File: src/hipt_pkg.sv
// Shared types, constants and helper functions for the HDMI island packet and timing detector.
`default_nettype none

package hipt_pkg;

    localparam int PACKET_WORDS = 32;
    localparam int COUNT_BITS = 24;
    localparam int LINE_BITS = 16;
    localparam int CAP_IDX_BITS = $clog2(PACKET_WORDS);
    localparam int DIV_CNT_BITS = $clog2(COUNT_BITS + 1);
    localparam int APB_ADDR_BITS = 4;
    localparam int APB_DATA_BITS = 32;

    localparam logic [LINE_BITS-1:0] LINE_MAX = {LINE_BITS{1'b1}};
    localparam logic [COUNT_BITS-1:0] COUNT_MAX = {COUNT_BITS{1'b1}};
    localparam logic [4:0] PRE_RUN_MAX = 5'd31;
    localparam logic [CAP_IDX_BITS-1:0] CAP_LAST = CAP_IDX_BITS'(PACKET_WORDS - 1);

    localparam logic [7:0] PREAMBLE_BYTE0 = 8'h40;
    localparam logic [7:0] PREAMBLE_BYTE1 = 8'h01;
    localparam logic [7:0] PREAMBLE_BYTE2 = 8'h01;

    localparam logic [4:0] PREAMBLE_LEN_RESET = 5'd8;
    localparam logic [2:0] GUARD_WORDS_RESET = 3'd2;
    localparam logic [7:0] VIDEO_MARKER_RESET = 8'hc0;

    localparam logic [1:0] REG_PREAMBLE_LEN = 2'd0;
    localparam logic [1:0] REG_GUARD_WORDS = 2'd1;
    localparam logic [1:0] REG_VIDEO_MARKER = 2'd2;

    localparam logic KIND_PACKET = 1'b0;
    localparam logic KIND_TIMING = 1'b1;

    typedef enum logic [1:0] {
        CAP_SCAN   = 2'd0,
        CAP_GUARD  = 2'd1,
        CAP_PACKET = 2'd2
    } cap_phase_t;

    typedef enum logic [2:0] {
        ST_IDLE,
        ST_PKT,
        ST_PREP,
        ST_DIV_A,
        ST_DIV_B,
        ST_TIM
    } state_t;

    typedef struct packed {
        logic [7:0] byte0;
        logic [7:0] byte1;
        logic [7:0] byte2;
        logic [7:0] byte3;
        logic       frame_end;
    } word_in_t;

    typedef struct packed {
        logic                 kind;
        logic                 last_of_run;
        logic [31:0]          header_word;
        logic [31:0]          body_first;
        logic [31:0]          body_second;
        logic [LINE_BITS-1:0] line_total;
        logic [LINE_BITS-1:0] line_active;
        logic [LINE_BITS-1:0] frame_lines;
        logic [LINE_BITS-1:0] blank_lines;
        logic [LINE_BITS-1:0] active_lines;
        logic                 timing_valid;
    } result_t;

    typedef struct packed {
        logic                  start;
        logic [COUNT_BITS-1:0] dividend;
        logic [LINE_BITS-1:0]  divisor;
    } div_req_t;

    typedef struct packed {
        logic                  done;
        logic [COUNT_BITS-1:0] quotient;
    } div_resp_t;

    function automatic logic [31:0] rev_each_byte(input logic [31:0] w);
        logic [31:0] r;
        for (int i = 0; i < 4; i++) begin
            for (int j = 0; j < 8; j++) begin
                r[8*i + j] = w[8*i + 7 - j];
            end
        end
        return r;
    endfunction

    function automatic logic [LINE_BITS-1:0] sat_line(input logic [COUNT_BITS-1:0] v);
        logic [LINE_BITS-1:0] r;
        if (v > COUNT_BITS'(LINE_MAX)) begin
            r = LINE_MAX;
        end else begin
            r = v[LINE_BITS-1:0];
        end
        return r;
    endfunction

endpackage

`default_nettype wire

File: src/hipt_divider.sv
// Restoring divider that produces one quotient bit per cycle.
`default_nettype none

module hipt_divider (
    input  wire logic               aclk,
    input  wire logic               aresetn,
    input  wire hipt_pkg::div_req_t req,
    output hipt_pkg::div_resp_t     resp
);
    import hipt_pkg::*;

    logic [LINE_BITS-1:0]    rem_reg, rem_next;
    logic [COUNT_BITS-1:0]   quo_reg, quo_next;
    logic [LINE_BITS-1:0]    div_reg, div_next;
    logic [DIV_CNT_BITS-1:0] cnt_reg, cnt_next;
    logic                    busy_reg, busy_next;
    logic                    done_reg, done_next;
    logic [LINE_BITS:0]      shifted;
    logic                    fits;

    assign shifted = {rem_reg, quo_reg[COUNT_BITS-1]};
    assign fits = shifted >= {1'b0, div_reg};

    always_comb begin
        rem_next = rem_reg;
        quo_next = quo_reg;
        div_next = div_reg;
        cnt_next = cnt_reg;
        busy_next = busy_reg;
        done_next = 1'b0;
        if (req.start) begin
            rem_next = '0;
            quo_next = req.dividend;
            div_next = req.divisor;
            cnt_next = DIV_CNT_BITS'(COUNT_BITS);
            busy_next = 1'b1;
        end else if (busy_reg) begin
            if (fits) begin
                rem_next = LINE_BITS'(shifted - {1'b0, div_reg});
            end else begin
                rem_next = shifted[LINE_BITS-1:0];
            end
            quo_next = {quo_reg[COUNT_BITS-2:0], fits};
            cnt_next = cnt_reg - 1'b1;
            if (cnt_reg == DIV_CNT_BITS'(1)) begin
                busy_next = 1'b0;
                done_next = 1'b1;
            end
        end
    end

    always_ff @(posedge aclk) begin
        if (!aresetn) begin
            cnt_reg <= '0;
            busy_reg <= 1'b0;
            done_reg <= 1'b0;
        end else begin
            cnt_reg <= cnt_next;
            busy_reg <= busy_next;
            done_reg <= done_next;
        end
        rem_reg <= rem_next;
        quo_reg <= quo_next;
        div_reg <= div_next;
    end

    assign resp.done = done_reg;
    assign resp.quotient = quo_reg;

`ifndef SYNTH
    a_done_after_busy: assert property (@(posedge aclk) disable iff (!aresetn)
        done_reg |-> !busy_reg && $past(busy_reg))
        else $error("divider done without a running division");
`endif

endmodule

`default_nettype wire

File: src/hdmi_island_packet_and_timing_detect.sv
// Top level: data island packet capture, video timing measurement and result sequencing.
// An item that causes no result leaves the block idle; ready is high again in the next cycle.
// A packet result appears in the output register in the cycle after its item is accepted.
// A frame end item with both runs complete does two divisions on the shared
// one-bit-per-cycle divider before its timing result appears; ready stays low until
// every result of the item is taken. Reset (aresetn, synchronous, active low) returns
// the registers to their reset values and capture state and run counters to zero.
`default_nettype none

module hdmi_island_packet_and_timing_detect (
    input  wire logic                                aclk,
    input  wire logic                                aresetn,
    input  wire logic                                s_valid,
    output logic                                     s_ready,
    input  wire hipt_pkg::word_in_t                  s_data,
    output logic                                     m_valid,
    input  wire logic                                m_ready,
    output hipt_pkg::result_t                        m_data,
    input  wire logic                                psel,
    input  wire logic                                penable,
    input  wire logic                                pwrite,
    input  wire logic [hipt_pkg::APB_ADDR_BITS-1:0]  paddr,
    input  wire logic [hipt_pkg::APB_DATA_BITS-1:0]  pwdata,
    output logic [hipt_pkg::APB_DATA_BITS-1:0]       prdata,
    output logic                                     pready
);
    import hipt_pkg::*;

    state_t state_reg, state_next;

    logic [4:0] preamble_len_reg;
    logic [2:0] guard_words_reg;
    logic [7:0] video_marker_reg;

    cap_phase_t              cap_phase_reg, cap_phase_next;
    logic [CAP_IDX_BITS-1:0] cap_index_reg, cap_index_next;
    logic [4:0]              pre_run_reg, pre_run_next;
    logic [31:0]             hdr_acc_reg, hdr_acc_next;
    logic [63:0]             body_acc_reg, body_acc_next;
    logic                    pkt_hit;

    logic                  in_active_reg, in_active_next;
    logic                  in_blank_reg, in_blank_next;
    logic [LINE_BITS-1:0]  active_run_reg, active_run_next;
    logic [LINE_BITS-1:0]  blank_run_reg, blank_run_next;
    logic [LINE_BITS-1:0]  saved_active_reg, saved_active_next;
    logic [LINE_BITS-1:0]  saved_blank_reg, saved_blank_next;
    logic [COUNT_BITS-1:0] word_count_reg, word_count_next;
    logic [COUNT_BITS-1:0] first_pos_reg, first_pos_next;
    logic                  seen_active_reg, seen_active_next;

    logic                  tim_pend_reg;
    logic                  tim_ok_reg;
    logic [LINE_BITS-1:0]  lt_reg;
    logic [LINE_BITS-1:0]  la_reg;
    logic [LINE_BITS-1:0]  fl_reg;
    logic [COUNT_BITS-1:0] wc_snap_reg;
    logic [COUNT_BITS-1:0] fap_snap_reg;
    result_t               out_reg;

    logic                 accept;
    logic                 cfg_write;
    logic                 is_preamble;
    logic                 is_marker;
    logic [CAP_IDX_BITS-1:0] guard_idx;
    logic [4:0]           pre_run_inc;
    logic [LINE_BITS:0]   lt_sum;
    logic [LINE_BITS-1:0] lt_sat;
    logic                 tim_ok_now;
    logic [LINE_BITS-1:0] bl_sat;
    result_t              pkt_res;
    result_t              tim_res;
    logic                 load_tim;
    div_req_t             div_req;
    div_resp_t            div_resp;

    assign accept = s_valid && s_ready;
    assign cfg_write = psel && penable && pwrite && pready;
    assign pready = 1'b1;

    assign is_preamble = (s_data.byte0 == PREAMBLE_BYTE0) && (s_data.byte1 == PREAMBLE_BYTE1)
                         && (s_data.byte2 == PREAMBLE_BYTE2);
    assign is_marker = s_data.byte0 == video_marker_reg;
    assign guard_idx = cap_index_reg + 1'b1;
    assign pre_run_inc = (pre_run_reg < PRE_RUN_MAX) ? pre_run_reg + 1'b1 : pre_run_reg;

    always_comb begin
        cap_phase_next = cap_phase_reg;
        cap_index_next = cap_index_reg;
        pre_run_next = pre_run_reg;
        hdr_acc_next = hdr_acc_reg;
        body_acc_next = body_acc_reg;
        pkt_hit = 1'b0;
        case (cap_phase_reg)
            CAP_GUARD: begin
                if (guard_idx >= CAP_IDX_BITS'(guard_words_reg)) begin
                    cap_phase_next = CAP_PACKET;
                    cap_index_next = '0;
                    hdr_acc_next = '0;
                    body_acc_next = '0;
                end else begin
                    cap_index_next = guard_idx;
                end
            end
            CAP_PACKET: begin
                hdr_acc_next[~cap_index_reg] = hdr_acc_reg[~cap_index_reg] | s_data.byte3[2];
                body_acc_next[{cap_index_reg[4], ~cap_index_reg[3:0], 1'b1}] =
                    body_acc_reg[{cap_index_reg[4], ~cap_index_reg[3:0], 1'b1}] | s_data.byte2[0];
                body_acc_next[{cap_index_reg[4], ~cap_index_reg[3:0], 1'b0}] =
                    body_acc_reg[{cap_index_reg[4], ~cap_index_reg[3:0], 1'b0}] | s_data.byte1[0];
                if (cap_index_reg == CAP_LAST) begin
                    pkt_hit = 1'b1;
                    cap_phase_next = CAP_SCAN;
                    cap_index_next = '0;
                    pre_run_next = '0;
                end else begin
                    cap_index_next = cap_index_reg + 1'b1;
                end
            end
            default: begin
                cap_phase_next = CAP_SCAN;
                if (is_preamble) begin
                    if (pre_run_inc >= preamble_len_reg) begin
                        pre_run_next = '0;
                        cap_index_next = '0;
                        if (guard_words_reg == 3'd0) begin
                            cap_phase_next = CAP_PACKET;
                            hdr_acc_next = '0;
                            body_acc_next = '0;
                        end else begin
                            cap_phase_next = CAP_GUARD;
                        end
                    end else begin
                        pre_run_next = pre_run_inc;
                    end
                end else begin
                    pre_run_next = '0;
                end
            end
        endcase
    end

    always_comb begin
        in_active_next = in_active_reg;
        in_blank_next = in_blank_reg;
        active_run_next = active_run_reg;
        blank_run_next = blank_run_reg;
        saved_active_next = saved_active_reg;
        saved_blank_next = saved_blank_reg;
        first_pos_next = first_pos_reg;
        seen_active_next = seen_active_reg;
        word_count_next = (word_count_reg < COUNT_MAX) ? word_count_reg + 1'b1 : word_count_reg;
        if (is_marker) begin
            if (!seen_active_reg) begin
                first_pos_next = word_count_next;
                seen_active_next = 1'b1;
            end
            in_active_next = 1'b1;
            if (active_run_reg < LINE_MAX) begin
                active_run_next = active_run_reg + 1'b1;
            end
            if (in_blank_reg) begin
                in_blank_next = 1'b0;
                saved_blank_next = blank_run_reg;
                blank_run_next = '0;
            end
        end else begin
            if (in_active_reg) begin
                saved_active_next = active_run_reg;
                in_active_next = 1'b0;
                in_blank_next = 1'b1;
            end
            if (in_blank_next && blank_run_reg < LINE_MAX) begin
                blank_run_next = blank_run_reg + 1'b1;
            end
            active_run_next = '0;
        end
    end

    assign lt_sum = {1'b0, saved_active_next} + {1'b0, saved_blank_next};
    assign lt_sat = lt_sum[LINE_BITS] ? LINE_MAX : lt_sum[LINE_BITS-1:0];
    assign tim_ok_now = (saved_active_next != '0) && (saved_blank_next != '0) && seen_active_next;

    always_comb begin
        pkt_res = '0;
        pkt_res.kind = KIND_PACKET;
        pkt_res.last_of_run = !s_data.frame_end;
        pkt_res.header_word = rev_each_byte(hdr_acc_next);
        pkt_res.body_first = rev_each_byte(body_acc_next[31:0]);
        pkt_res.body_second = rev_each_byte(body_acc_next[63:32]);
    end

    assign bl_sat = sat_line(div_resp.quotient);

    always_comb begin
        tim_res = '0;
        tim_res.kind = KIND_TIMING;
        tim_res.last_of_run = 1'b1;
        if (tim_ok_reg) begin
            tim_res.line_total = lt_reg;
            tim_res.line_active = la_reg;
            tim_res.frame_lines = fl_reg;
            tim_res.blank_lines = bl_sat;
            tim_res.active_lines = (fl_reg > bl_sat) ? fl_reg - bl_sat : '0;
            tim_res.timing_valid = 1'b1;
        end
    end

    assign load_tim = (state_reg == ST_PREP && !tim_ok_reg) || (state_reg == ST_DIV_B && div_resp.done);

    always_comb begin
        div_req.start = (state_reg == ST_PREP && tim_ok_reg) || (state_reg == ST_DIV_A && div_resp.done);
        div_req.dividend = (state_reg == ST_PREP) ? wc_snap_reg : fap_snap_reg;
        div_req.divisor = lt_reg;
    end

    hipt_divider u_divider (
        .aclk    (aclk),
        .aresetn (aresetn),
        .req     (div_req),
        .resp    (div_resp)
    );

    always_comb begin
        state_next = state_reg;
        case (state_reg)
            ST_IDLE: begin
                if (accept) begin
                    if (pkt_hit) begin
                        state_next = ST_PKT;
                    end else if (s_data.frame_end) begin
                        state_next = ST_PREP;
                    end
                end
            end
            ST_PKT: begin
                if (m_ready) begin
                    state_next = tim_pend_reg ? ST_PREP : ST_IDLE;
                end
            end
            ST_PREP: begin
                state_next = tim_ok_reg ? ST_DIV_A : ST_TIM;
            end
            ST_DIV_A: begin
                if (div_resp.done) begin
                    state_next = ST_DIV_B;
                end
            end
            ST_DIV_B: begin
                if (div_resp.done) begin
                    state_next = ST_TIM;
                end
            end
            ST_TIM: begin
                if (m_ready) begin
                    state_next = ST_IDLE;
                end
            end
            default: begin
                state_next = ST_IDLE;
            end
        endcase
    end

    always_comb begin
        s_ready = 1'b0;
        m_valid = 1'b0;
        case (state_reg)
            ST_IDLE: s_ready = 1'b1;
            ST_PKT:  m_valid = 1'b1;
            ST_TIM:  m_valid = 1'b1;
            default: begin
                s_ready = 1'b0;
                m_valid = 1'b0;
            end
        endcase
    end

    assign m_data = out_reg;

    always_comb begin
        prdata = '0;
        case (paddr[3:2])
            REG_PREAMBLE_LEN: prdata = APB_DATA_BITS'(preamble_len_reg);
            REG_GUARD_WORDS:  prdata = APB_DATA_BITS'(guard_words_reg);
            REG_VIDEO_MARKER: prdata = APB_DATA_BITS'(video_marker_reg);
            default:          prdata = '0;
        endcase
    end

    always_ff @(posedge aclk) begin
        if (!aresetn) begin
            state_reg <= ST_IDLE;
            preamble_len_reg <= PREAMBLE_LEN_RESET;
            guard_words_reg <= GUARD_WORDS_RESET;
            video_marker_reg <= VIDEO_MARKER_RESET;
            cap_phase_reg <= CAP_SCAN;
            cap_index_reg <= '0;
            pre_run_reg <= '0;
            hdr_acc_reg <= '0;
            body_acc_reg <= '0;
            in_active_reg <= 1'b0;
            in_blank_reg <= 1'b0;
            active_run_reg <= '0;
            blank_run_reg <= '0;
            saved_active_reg <= '0;
            saved_blank_reg <= '0;
            word_count_reg <= '0;
            first_pos_reg <= '0;
            seen_active_reg <= 1'b0;
            tim_pend_reg <= 1'b0;
            tim_ok_reg <= 1'b0;
        end else begin
            state_reg <= state_next;
            if (cfg_write) begin
                case (paddr[3:2])
                    REG_PREAMBLE_LEN: preamble_len_reg <= pwdata[4:0];
                    REG_GUARD_WORDS:  guard_words_reg <= pwdata[2:0];
                    REG_VIDEO_MARKER: video_marker_reg <= pwdata[7:0];
                    default: begin
                        preamble_len_reg <= preamble_len_reg;
                    end
                endcase
            end
            if (accept) begin
                cap_phase_reg <= cap_phase_next;
                cap_index_reg <= cap_index_next;
                pre_run_reg <= pre_run_next;
                hdr_acc_reg <= hdr_acc_next;
                body_acc_reg <= body_acc_next;
                tim_pend_reg <= s_data.frame_end;
                tim_ok_reg <= tim_ok_now;
                if (s_data.frame_end) begin
                    in_active_reg <= 1'b0;
                    in_blank_reg <= 1'b0;
                    active_run_reg <= '0;
                    blank_run_reg <= '0;
                    saved_active_reg <= '0;
                    saved_blank_reg <= '0;
                    word_count_reg <= '0;
                    first_pos_reg <= '0;
                    seen_active_reg <= 1'b0;
                end else begin
                    in_active_reg <= in_active_next;
                    in_blank_reg <= in_blank_next;
                    active_run_reg <= active_run_next;
                    blank_run_reg <= blank_run_next;
                    saved_active_reg <= saved_active_next;
                    saved_blank_reg <= saved_blank_next;
                    word_count_reg <= word_count_next;
                    first_pos_reg <= first_pos_next;
                    seen_active_reg <= seen_active_next;
                end
            end
        end
        if (accept) begin
            lt_reg <= lt_sat;
            la_reg <= saved_active_next;
            wc_snap_reg <= word_count_next;
            fap_snap_reg <= first_pos_next;
        end
        if (state_reg == ST_DIV_A && div_resp.done) begin
            fl_reg <= bl_sat;
        end
        if (accept && pkt_hit) begin
            out_reg <= pkt_res;
        end else if (load_tim) begin
            out_reg <= tim_res;
        end
    end

`ifndef SYNTH
    a_one_side: assert property (@(posedge aclk) disable iff (!aresetn)
        !(s_ready && m_valid))
        else $error("input taken while a result item is pending");

    a_div_done_in_wait: assert property (@(posedge aclk) disable iff (!aresetn)
        div_resp.done |-> (state_reg == ST_DIV_A) || (state_reg == ST_DIV_B))
        else $error("division finished outside a wait state");

    a_pkt_back_to_scan: assert property (@(posedge aclk) disable iff (!aresetn)
        (state_reg == ST_PKT) |-> (cap_phase_reg == CAP_SCAN))
        else $error("packet item emitted while capture still running");

    a_timing_order: assert property (@(posedge aclk) disable iff (!aresetn)
        (m_valid && m_data.kind == KIND_TIMING && m_data.timing_valid)
        |-> (m_data.blank_lines <= m_data.frame_lines)
            && (m_data.line_active <= m_data.line_total))
        else $error("timing item fields out of order");

    a_pkt_last_flag: assert property (@(posedge aclk) disable iff (!aresetn)
        (state_reg == ST_PKT) |-> (m_data.last_of_run == !tim_pend_reg))
        else $error("packet item last flag disagrees with pending timing item");
`endif

endmodule

`default_nettype wire

File: config.mk
export PLATFORM = sky130hd
export DESIGN_NAME = hdmi_island_packet_and_timing_detect
export DESIGN_NICKNAME = d
export VERILOG_FILES = /design/src/hipt_pkg.sv /design/src/hipt_divider.sv /design/src/hdmi_island_packet_and_timing_detect.sv
export SDC_FILE = /design/constraint.sdc
export NUM_CORES = 1
export LEC_CHECK = 0
export BUFFER_PORTS_ARGS = -buffer_cell sky130_fd_sc_hd__buf_4
export CORE_MARGIN = 4
export CORE_UTILIZATION = 50
export CTS_BUF_LIST = sky130_fd_sc_hd__clkbuf_16
export CTS_CLUSTER_DIAMETER = 120
export DETAILED_ROUTE_END_ITERATION = 16
export GPL_ROUTABILITY_DRIVEN = 0
export GPL_TIMING_DRIVEN = 0
export MAX_ROUTING_LAYER = met4
export PLACE_DENSITY = 0.72
export SLEW_MARGIN = 15
export SYNTH_ARGS = -nofsm -noshare
export SYNTH_HDL_FRONTEND = slang
export SYNTH_SLANG_ARGS = --single-unit
File: constraint.sdc
create_clock -name aclk -period 8.7 [get_ports aclk]
set_input_delay 0 -clock aclk [delete_from_list [all_inputs] [get_ports aclk]]
set_output_delay 0 -clock aclk [all_outputs]
set_load 0.02 [all_outputs]
# == Yosys cells after proc, flatten, opt, wreduce, memory -nomap -nowiden ==
# Cells that the tools add are included.
# word_totals
regBits,582
inputBits,76
out_inout_bits,214
elab_cells,239
# op_classes
n_addsub,9
magnitude_cmp,15
n_eq_ne,25
n_mux,97
bitwise_logic,8
n_reduce_logical,42
# op_table
cell,n
two-way mux 178 bit,2
two-way mux 16 bit,16
two-way mux 64 bit,4
two-way mux 24 bit,8
bitwise mux 64 bit,2
two-way mux 32 bit,4
case mux 64 bit (2 select lines),1
two-way mux 81 bit,1
case mux 32 bit (2 select lines),1
two-way mux 5 bit,10
adder 16 x 1 -> 16 bit (second input constant),2
bitwise mux 32 bit,1
less-than comparator 16 bit (second input constant),2
nonzero test 16 bit,2
subtractor 16 bit,2
adder 24 x 1 -> 24 bit (second input constant),1
greater-than comparator 24 x 16 -> 1 bit (second input constant),1
less-than comparator 24 bit (second input constant),1
two-way mux 3 bit,8
case mux 8 bit (3 select lines),1
two-way mux 1 bit,22
case mux 5 bit (2 select lines),2
case mux 3 bit (6 select lines),1
adder 16 x 16 -> 17 bit,1
other kinds (45),100

# == Longest topological paths before layout ==
# logic_depth
word_depth,9
depth_mapped,20
ltp_nobuf,18

# == Hierarchy ==
# Synthesis repeated with hierarchy kept, for this count alone.
# hier_totals
cells_unflattened,2888
area_unflattened_um2,28074.4
# modules_own_cells
module,n_inst,cells_each,area_per_inst_um2,seq_area_each_um2
hdmi_island_packet_and_timing_detect,1,2565,24538.5,12321.8
hipt_divider,1,323,3535.9,1661.6

# == Worst setup path before layout ==
# No wires, ideal clock.
# synth_timing
kind,register to register
from,register video_marker_reg[5]
to,"register lt_reg[10], data pin"
setup_ns,0.258
arrival_ns,4.288
required_time_ns,8.442
slack_ns,4.154
path_stages_with_launch,19
path_buffers,4
period_less_slack_ns,4.546
path_cell_list,dfxtp_1 > xor2_1 > nor4_1 > a21bo_2 > clkbuf_1 > clkbuf_1 > buf_2 > mux2_2 > ha_1 > a21oi_1 > o21bai_1 > a2111oi_1 > o311ai_0 > a21oi_1 > nand2b_1 > a21oi_1 > nor2_1 > buf_2 > nand2_1
# synth_between
elab_chain_len,3
word_cells_on_any_way,4
classes_between,add/sub: 1; eq/ne: 1; mux: 2
# synth_lines
item,line_no,rtl
from (decl),hdmi_island_packet_and_timing_detect.sv:33,logic [7:0] video_marker_reg;
from (signal assigned),hdmi_island_packet_and_timing_detect.sv:319,REG_VIDEO_MARKER: video_marker_reg <= pwdata[7:0];
equality test 8 bit,hdmi_island_packet_and_timing_detect.sv:83,assign is_marker = s_data.byte0 == video_marker_reg;
two-way mux 16 bit,hdmi_island_packet_and_timing_detect.sv:153,if (is_marker) begin
via saved_active_next[3],hdmi_island_packet_and_timing_detect.sv:46,"logic [LINE_BITS-1:0] saved_active_reg, saved_active_next;"
adder 16 x 16 -> 17 bit,hdmi_island_packet_and_timing_detect.sv:180,"assign lt_sum = {1'b0, saved_active_next} + {1'b0, saved_blank_next};"
to (signal assigned),hdmi_island_packet_and_timing_detect.sv:357,lt_reg <= lt_sat;
to (decl),hdmi_island_packet_and_timing_detect.sv:54,logic [LINE_BITS-1:0] lt_reg;
# The timed path passes the listed nets, and every way through them passes these cells.
# A chain may end at the register's enable or synchronous reset.

# == Worst setup path after layout ==
# layout_timing
from,register video_marker_reg[5]
to,"register lt_reg[12], data pin"
# Same word-level chain as after synthesis.

==> summary.md <==
| Metric | Value |
|---|---|
| Outcome | `completed` |
| P_sw | `2.29 mW` |
| Die ar. | `59,500 um^2` |
| Critical Path Source Type | `flop` |
| Maximum VDD drop | `0.000157 V` |
| Design Area, Final | `32,800 um^2` |
| H-tree depth | `2` |
| Commonest cells in the netlist | `nand2_1 (418), dfxtp_1 (349), nor2_1 (340), edfxtp_1 (233), a21oi_1 (179)` |
| DRC | `0` |
| CTS tree | `yes` |
| Tot Pwr | `7.27 mW` |
| Cell family with most CP delay | `compound AO/OA/AOI/OAI gates` |
| Post-synth EDFFs | `233` |
| Ratio of cells with drive above 1 in the final layout | `between 10% and 20%` |
| Vias per cell | `5.89` |
| Nets | `about 3,400` |
| Reg2reg setup slack | `2.87 ns` |
| Sw Ratio | `31.5%` |
| All-Layer GR Usage | `about 27%` |
| Synth Warn # | `0` |
| Worst-Skew Late Latency | `0.65 ns` |
| Chip height | `244 um` |
| Fin crit share | `67.1%` |
| Layout area overhead | `17.8%` |
| Clock Sinks | `582` |
| Power share of the combinational group | `around 20%` |
| Die Wd | `244 um` |
| CP most frequent cell | `a21oi_1` |
| Crit path largest cell delay | `around 0.65 ns` |
| Seq/Total Area, Yosys | `50.2%` |
| Worst Skew | `0.0347 ns` |
| Unrepaired setup endpoints after global routing | `false` |
| Root buf cell | `clkbuf_16` |
| Setup violators final | `0` |
| Final hold vios | `0` |
| Via count | `around 24,000` |
| Largest net degree at the start of global routing | `70` |
| Critical path's slowest cell | `nor4_1` |
| DP HPWL | `just under 60 mm` |
| Drt total wl | `81.5 mm` |
| Max reg flops | `179` |
| Cts bufs inserted | `59` |
| Hold Slack | `0.0441 ns` |
| Synth top area share | `between 20% and 30%` |
| Antenna-violating nets left | `0` |
| Post-Syn Instances | `2,914` |
| Flops & latches, synth | `582` |
| Initial DRC Count | `2,571` |
| Min Tclk post-route | `5.83 ns` |
| Core footprint | `55,100 um^2` |
| Clock buffer depth | `3` |
| Slew Limit Fails | `0` |
| Router iterations before antenna repair | `8` |
| Placed Area | `30,700 um^2` |
| Crit end category | `flop` |
| Global-route wire length before repair | `127 mm` |
| Largest cells by area after synthesis | `edfxtp_1 (25%), dfxtp_1 (25%), nand2_1 (5.6%)` |
| GRT overflow | `0` |
| I/O Buffers | `230` |
| Top_reg_cell synth | `dfxtp_1` |
| Num rows | `86` |
| WP data arrival | `6.19 ns` |
| Worst path required time | `9.06 ns` |
| Fin util | `59.5%` |
| Io pins | `290` |
| Clock power share | `35.0%` |
| Post-Syn Area | `around 28,000 um^2` |
| Sequential power share | `44.4%` |
| Clock-pin slew on the worst setup and hold paths | `0.06 ns` |
| Pleak | `12.3 nW` |
| Min-delay worst type | `input pin to flop` |
| TNS Setup | `0 ns` |
| Most frequent cell after synthesis | `nand2_1` |
| Initial Utilization | `50.5%` |
| Avg Inst Size Synth | `9.55 um^2` |
| Count of cell types in the netlist | `91` |
| Initial antenna violation count | `1` |
| Max Cap Violations | `0` |
| Vias in the first global route | `23,100` |
| Critical path fanouts, max | `10` |
| Worst setup path class | `flop to flop` |
| Worst Tran Pin Value | `around 1.2 ns` |
| Top cell type by total area after synthesis | `edfxtp_1` |
| CP bufs+invs | `4` |
| Max transition margin | `between 20% and 30%` |
| Int Power | `approximately 5 mW` |
| P per Cell Area | `222 nW/um^2` |
| Critical Path, Cell by Cell | `xor2_1 -> nor4_1 -> a21bo_2 -> clkbuf_1 -> clkbuf_1 -> buf_2 -> mux2_2 -> ha_1 -> a21oi_1 -> o21bai_1 -> a2111oi_1 -> o311ai_0 -> a21oi_1 -> nand2b_1 -> a21oi_1 -> nor2_1 -> buf_2 -> nand2_1` |
| Post_cts resized | `0` |
| Fmax | `171 MHz` |
| Routed len/inst | `20.1 um` |
| Fraction of registers with async set/reset | `0%` |
[layer usage]
layer,track usage [%],part of all wire (%),vias to the layer above
li1,-,-,11000
met1,34.8,40,11400
met2,42.7,46,1192
met3,5.26,9.0,286
met4,11.0,4.5,0
met5,-,0,-
[cell type report]
class                      count  area [um^2]
timing repair buffer         252         1990
fill                        4640        22300
antenna                        1         2.50
sequential                   582        14000
inverter                     101          382
clock buffer                  61         1530
tap                          748          936
multi-input combinational   2050        12600
buffer                       204          922
clock inverter                49          387
[cell usage in the layout, fill, tap and decap left out, types with 51 or more instances in the layout]
cell and count:
a22oi_1 90, o21ai_0 167, buf_4 257, inv_1 112, a21oi_1 178, a22o_1 85, nand3_1 62, dfxtp_1 349
nand2_1 418, edfxtp_1 233, clkbuf_16 61, nor2_1 339, mux2_2 55, mux2i_1 58, xnor2_1 51, ha_1 62
clkbuf_1 144
[logic make-up (layout without fill, tap and decap cells)]
logic type | count (synthesis) | in the layout | synth area share, %
buf+inv | 305 | 667 | 4.67
xor+xnor | 96 | 96 | 3.02
other cells | 2 | 26 | 0.0270
compound gates | 683 | 683 | 16.0
flops | 582 | 582 | 50.2
simple gates | 1040 | 1040 | 16.5
mux | 140 | 140 | 6.50
fa+ha+maj | 66 | 66 | 3.00
[repair_timing]
| item | CTS | global route |
|---|---|---|
| endpoints found under the hold margin | 31 | 0 |
| hold buffers | 17 | 0 |
| buffers inserted | 0 | 0 |
[worst min-delay path: cells and delay by family]
family | cells | cell delay [ns]
AO/OA/AOI/OAI | 1 | 0.05
buffers and inverters | 1 | 0.30
AND/OR/NAND/NOR | 2 | 0.26
[final timing paths]
path / startpoint / cells past startpoint / endpoint
worst max-delay path: video_marker_reg[5] / 18 / lt_reg[12]
worst max register to register: video_marker_reg[5] / 18 / lt_reg[12]
worst min-delay path: paddr[3] / 4 / guard_words_reg[2]
worst min register to register: m_data[0] / 2 / m_data[0]
[power by group through the flow]
stage	clock network (mW)	logic [mW]	registers, mW
final	2.54	1.50	3.23
after global routing	2.68	1.60	3.25
after CTS	2.56	1.48	3.23
after detailed placement	0	1.47	3.28
after global placement	0	1.39	3.33
after floorplan	0	0.738	3.41
[metrics by stage]
stage          std cells  worst slack, ns
2_1_floorplan       2937             4.15
3_3_place_gp        3915             1.83
3_5_place_dp        3920             2.97
4_1_cts             4047             2.94
5_1_grt             4048             2.27
6_report            4048             2.87
Note: power is estimated with default switching activity, not from simulation.
